### config.mk
export PLATFORM = sky130hd
export DESIGN_NAME = msds_window
export DESIGN_NICKNAME = d
export VERILOG_FILES = /design/src/rtl/msds_pkg.sv /design/src/rtl/msds_window.sv
export SDC_FILE = /design/constraint.sdc
export NUM_CORES = 1
export LEC_CHECK = 0
export ABC_AREA = 1
export BUFFER_PORTS_ARGS = -buffer_cell sky130_fd_sc_hd__buf_4
export CAP_MARGIN = 20
export CELL_PAD_IN_SITES_DETAIL_PLACEMENT = 0
export CELL_PAD_IN_SITES_GLOBAL_PLACEMENT = 2
export CORE_MARGIN = 2
export CORE_UTILIZATION = 42
export DETAILED_ROUTE_END_ITERATION = 8
export HOLD_SLACK_MARGIN = 0.1
export PLACE_DENSITY = 0.92
export SYNTH_ARGS = -nofsm -noshare
export SYNTH_HDL_FRONTEND = slang
export SYNTH_SLANG_ARGS = --single-unit
export TNS_END_PERCENT = 1
### constraint.sdc
create_clock -name clk -period 9.1 [get_ports clk]
set_clock_uncertainty 0.15 [all_clocks]
set_input_delay 0.455 -clock clk [delete_from_list [all_inputs] [get_ports clk]]
set_output_delay 0.455 -clock clk [all_outputs]
set_load 0.02 [all_outputs]
### src/rtl/msds_pkg.sv
package msds_pkg;

  // Scent is unsigned fixed point with one integer bit over the fraction bits; full scale is one.
  localparam int SCENT_FRAC_BITS = 16;
  localparam int SCENT_W         = SCENT_FRAC_BITS + 1;
  localparam logic [SCENT_W-1:0] SCENT_ONE = SCENT_W'(1) << SCENT_FRAC_BITS;

  // The sum of eight full-scale neighbors needs three more bits.
  localparam int SUM_W = SCENT_W + 3;

  // Field widths of the result item and of the configuration registers, and the minimum grid size.
  localparam int COL_W      = 8;
  localparam int ROW_W      = 12;
  localparam int GW_W       = 9;
  localparam int MIN_DIM    = 3;
  localparam int CFG_IDX_W  = 4;
  localparam int CFG_DATA_W = 12;

  // Configuration register indexes.
  localparam logic [CFG_IDX_W-1:0] REG_GRID_WIDTH  = 4'd0;
  localparam logic [CFG_IDX_W-1:0] REG_GRID_HEIGHT = 4'd1;
  localparam logic [CFG_IDX_W-1:0] REG_SOURCE_X    = 4'd2;
  localparam logic [CFG_IDX_W-1:0] REG_SOURCE_Y    = 4'd3;

  // Input request: one grid cell in raster order.
  typedef struct packed {
    logic [SCENT_W-1:0] scent_prev;
    logic               walkable;
  } in_item_t;

  // Result request: new scent of one interior cell.
  typedef struct packed {
    logic [SCENT_W-1:0] new_scent;
    logic [COL_W-1:0]   cell_col;
    logic [ROW_W-1:0]   cell_row;
    logic               frame_last;
  } out_item_t;

  // One stored cell: walkable flag over the clamped scent.
  typedef struct packed {
    logic               walk;
    logic [SCENT_W-1:0] scent;
  } cell_t;

  // One line store entry holds the column's cells of the two rows above.
  typedef struct packed {
    cell_t upper;
    cell_t middle;
  } line_pair_t;

endpackage

### src/rtl/msds_window.sv
module msds_window (
  input  logic                             clk,
  input  logic                             rst_n,
  input  logic                             shift,
  input  msds_pkg::cell_t                  up,
  input  msds_pkg::cell_t                  mid,
  input  msds_pkg::cell_t                  cur,
  output logic [msds_pkg::SCENT_W-1:0]     new_scent
);

  // Two columns of three rows: entries 0..2 are two columns back, 3..5 one column back.
  msds_pkg::cell_t             win_r [6];
  logic [msds_pkg::SUM_W-1:0]  sum_a;
  logic [msds_pkg::SUM_W-1:0]  sum_b;
  logic [msds_pkg::SUM_W-1:0]  sum_all;
  logic [msds_pkg::SCENT_W-1:0] avg;

  // Shift in the new column whenever the cell under work retires.
  always_ff @(posedge clk) begin
    if (!rst_n) begin
      for (int i = 0; i < 6; i++) begin
        win_r[i] <= '0;
      end
    end else if (shift) begin
      win_r[0] <= win_r[3];
      win_r[1] <= win_r[4];
      win_r[2] <= win_r[5];
      win_r[3] <= up;
      win_r[4] <= mid;
      win_r[5] <= cur;
    end
  end

  // Eight-neighbor sum as a two-level tree; the center is entry 4.
  always_comb begin
    sum_a = msds_pkg::SUM_W'(win_r[0].scent) + msds_pkg::SUM_W'(win_r[1].scent)
          + msds_pkg::SUM_W'(win_r[2].scent) + msds_pkg::SUM_W'(win_r[3].scent);
    sum_b = msds_pkg::SUM_W'(win_r[5].scent) + msds_pkg::SUM_W'(up.scent)
          + msds_pkg::SUM_W'(mid.scent) + msds_pkg::SUM_W'(cur.scent);
    sum_all = sum_a + sum_b;
    avg = sum_all[msds_pkg::SUM_W-1:3];
    if (avg > msds_pkg::SCENT_ONE) begin
      avg = msds_pkg::SCENT_ONE;
    end
    new_scent = win_r[4].walk ? avg : '0;
  end

endmodule

==> reports/qor.yml <==
outcome:
  outcome: "finished, final reports clean"
detailed_routing:
  wl_um: 13300
  remaining_drc_errors: 0
  wl_per_cell_um: 11.7
  first_pass_iters: 5
  first_iter_violations: 181
  ant_nets: 0
  vias: 4912
  via_per_inst: 4.31
yosys:
  synth_most_common_cell: "inv_1"
  yosysSeqAreaShare: 0.391
  ys_warn_count: 0
  synth_top_cells_by_count: "inv_1, nor2_1, edfxtp_1"
  synthTopCellsByArea: "edfxtp_1, fa_1, inv_1"
  ys_ff_latch: 103
  syn_area_um2: 7910
  synth-main-ff-cell: "edfxtp_1"
  yosysTopAreaCell: "edfxtp_1"
  syn-mean-instance-area_um2: 9.52
  synth_edf_count: 103
  synth_fp_nets: 1007
  syn_inst: 831
  synth_top_area_frac: 0.391
  synthArstFlopShare: 0
  synth_cell_type_count: 29
cells_and_area:
  regMostFlops: "win_r"
  area_delta_synth_final_pct: 13.8
  largest_reg_flops: 103
  top_regs: "win_r: 103 flops"
  finalInstanceArea_um2: 9000
  drive_gt1_frac: 0.149
  nNetsFinal: 1076
  diodes: 0
placed_design:
  port_buffers: 71
  post-dp-hpwl_um: 10400
  dp_slack_ns: 3.47
  place_area_um2: 8680
  place.gp.congestion: 0.790
critical_path:
  cp.required_ns: 8.50
  cpMostUsedCell: "fa_1"
  worstSetupPathType: "reg2out"
  cp.depth: 19
  crit_chain: "inv_1 -> fa_1 -> inv_1 -> fa_1 -> fa_1 -> inv_1 -> fa_1 -> inv_1 -> fa_1 -> nand3_1 -> nand2_1 -> nand2_1 -> nand2_2 -> xnor2_1 -> nand3_1 -> nor2_2 -> nand3_4 -> a21oi_1 -> buf_4"
  cp_max_fo: 16
  reg2regPathDepth: 2
  crit_path_start_kind: "register"
  cp_data_arrival_time_ns: 5.10
  max_stage_delay_ns: 0.55
  path_buf_inv: 5
  cpMaxStageDelayCell: "fa_1"
  critPathCaptureType: "primary output"
  critical-path-top-delay-family: "adder cells"
cts:
  ctsResizeCount: 0
  clk_path_buf_depth: 2
  hold_buffers: 0
  post_cts_buffers: 0
  cts.sinks: 103
  h-tree-depth: 3
  cts.clk_slew.worst_paths_ns: 0.07
  cts_buffers: 9
  cts_root_buf: "clkbuf_16"
  cts_tree: "done"
  clk_latency_ns: 0.36
flow_run:
  maxCapViolCount: 0
global_routing:
  grt_first_pass_wirelength_um: 23500
  grt_pass1_vias: 5106
  grt_start_max_net_pins: 104
  antenna_found_initial: 0
  grt.overflow.total: 0
  track_usage: 0.149
timing:
  rsz0062_at_grt: "false"
  setup_viol: 0
  finalMaxSlewViolations: 0
  worst_slew_pin_slew_ns: 0.711
  layout_setup_ws_ns: 3.39
  fmax_mhz: 175
  setup_tns_ns: 0
  finalCriticalPeriod_ns: 5.71
  relSlewSlack: 0.526
  fin_crit_sh: 0.627
  final_hold_viol_count: 0
floorplan:
  die_h_um: 141
  ios: 74
  rows: 50
  die_area_um2: 20000
  core_um2: 18600
  die_w_um: 141
  initial_utilization: 0.426
power:
  cellLeakagePower_nw: 4.51
  vdd_drop_max_mv: 0.131
  p_per_area_nw_per_um2: 342
min_path:
  hold_path.class: "in2reg"
  whs_path_depth: 3
[cell usage in the layout (no fill, tap or decap), types with 2 or more instances in the layout]
master      netlist  layout
nand4_1           2       2
nor2_1          115     115
nand2_2          14      14
and2_1            2       2
inv_1           281     281
inv_6             0       2
clkbuf_16         0       9
a21oi_1          17      17
nand3_2           2       2
ha_1             19      19
xnor2_1           2       2
a21oi_2          11      11
clkinvlp_4        0       2
nor2_2            5       5
edfxtp_1        103     103
o21ai_0           2       2
inv_2             5       5
buf_4             1      72
fa_1            100     100
or2_2             2       2
nand3b_1          7       7
nand2_4           0       2
nand3_1          19      19
nor2_4            2       2
nand2_1         102     100
[per-layer routing]
metal	track usage	part of all wire	vias to the layer above
li1	-	-	2531
met2	0.243	0.46	64
met4	0.0505	0.016	0
met1	0.204	0.49	2306
met5	0	0	-
met3	0.0250	0.032	11
[kinds of logic (layout without fill, tap and decap cells)]
group / Yosys count / in the layout / share of synthesized area
AND/OR/NAND/NOR: 274 / 274 / 0.151
AO/OA/AOI/OAI: 32 / 32 / 0.0275
XOR/XNOR: 2 / 2 / 0.00221
flip-flops: 103 / 103 / 0.391
buffers and inverters: 301 / 375 / 0.146
adder cells (fa/ha/maj): 119 / 119 / 0.283
[tightest hold or removal path, delay by kind of cell]
kind,cells,cell delay [ns]
AND/OR/NAND/NOR,1,0.08
buffers and inverters,2,0.12
[final cells by class]
cell class | count | area (um2)
fillers | 1779 | 9580
multi-input cells | 427 | 3680
flip-flops and latches | 103 | 3090
inverters | 286 | 1070
repair buffers | 73 | 561
well taps | 234 | 293
clock buffers | 9 | 225
clock inverters | 7 | 78.8
[final timing paths]
check                                endpoint                       start  slack, ns
setup / recovery                 new_scent[2]   win_r[0][3]$_SDFFCE_PN0P_       3.39
hold / removal    win_r[0][106]$_SDFFCE_PN0P_                     cur[16]       0.27
setup reg to reg   win_r[0][15]$_SDFFCE_PN0P_  win_r[0][69]$_SDFFCE_PN0P_       8.14
hold reg to reg    win_r[0][23]$_SDFFCE_PN0P_  win_r[0][77]$_SDFFCE_PN0P_       0.39
[power breakdown]
group          total, mW  switching, mW  internal (mW)
clock network      0.403          0.186          0.217
logic               2.10           1.33          0.771
registers          0.571         0.0128          0.558
total               3.08           1.53           1.55
[per-stage QoR]
| stage | utilization | hold WS, ns | instances | total power [mW] |
|---|---|---|---|---|
| 2_1_floorplan | - | 0.369 | 831 | 2.21 |
| 3_3_place_gp | 0.467 | 0.371 | 1122 | 2.71 |
| 3_5_place_dp | 0.467 | 0.380 | 1122 | 2.71 |
| 4_1_cts | 0.484 | 0.252 | 1138 | 3.13 |
| 5_1_grt | 0.485 | 0.273 | 1139 | 3.44 |
| 6_report | 0.485 | 0.267 | 1139 | 3.08 |
(Power assumes the default switching activity.)
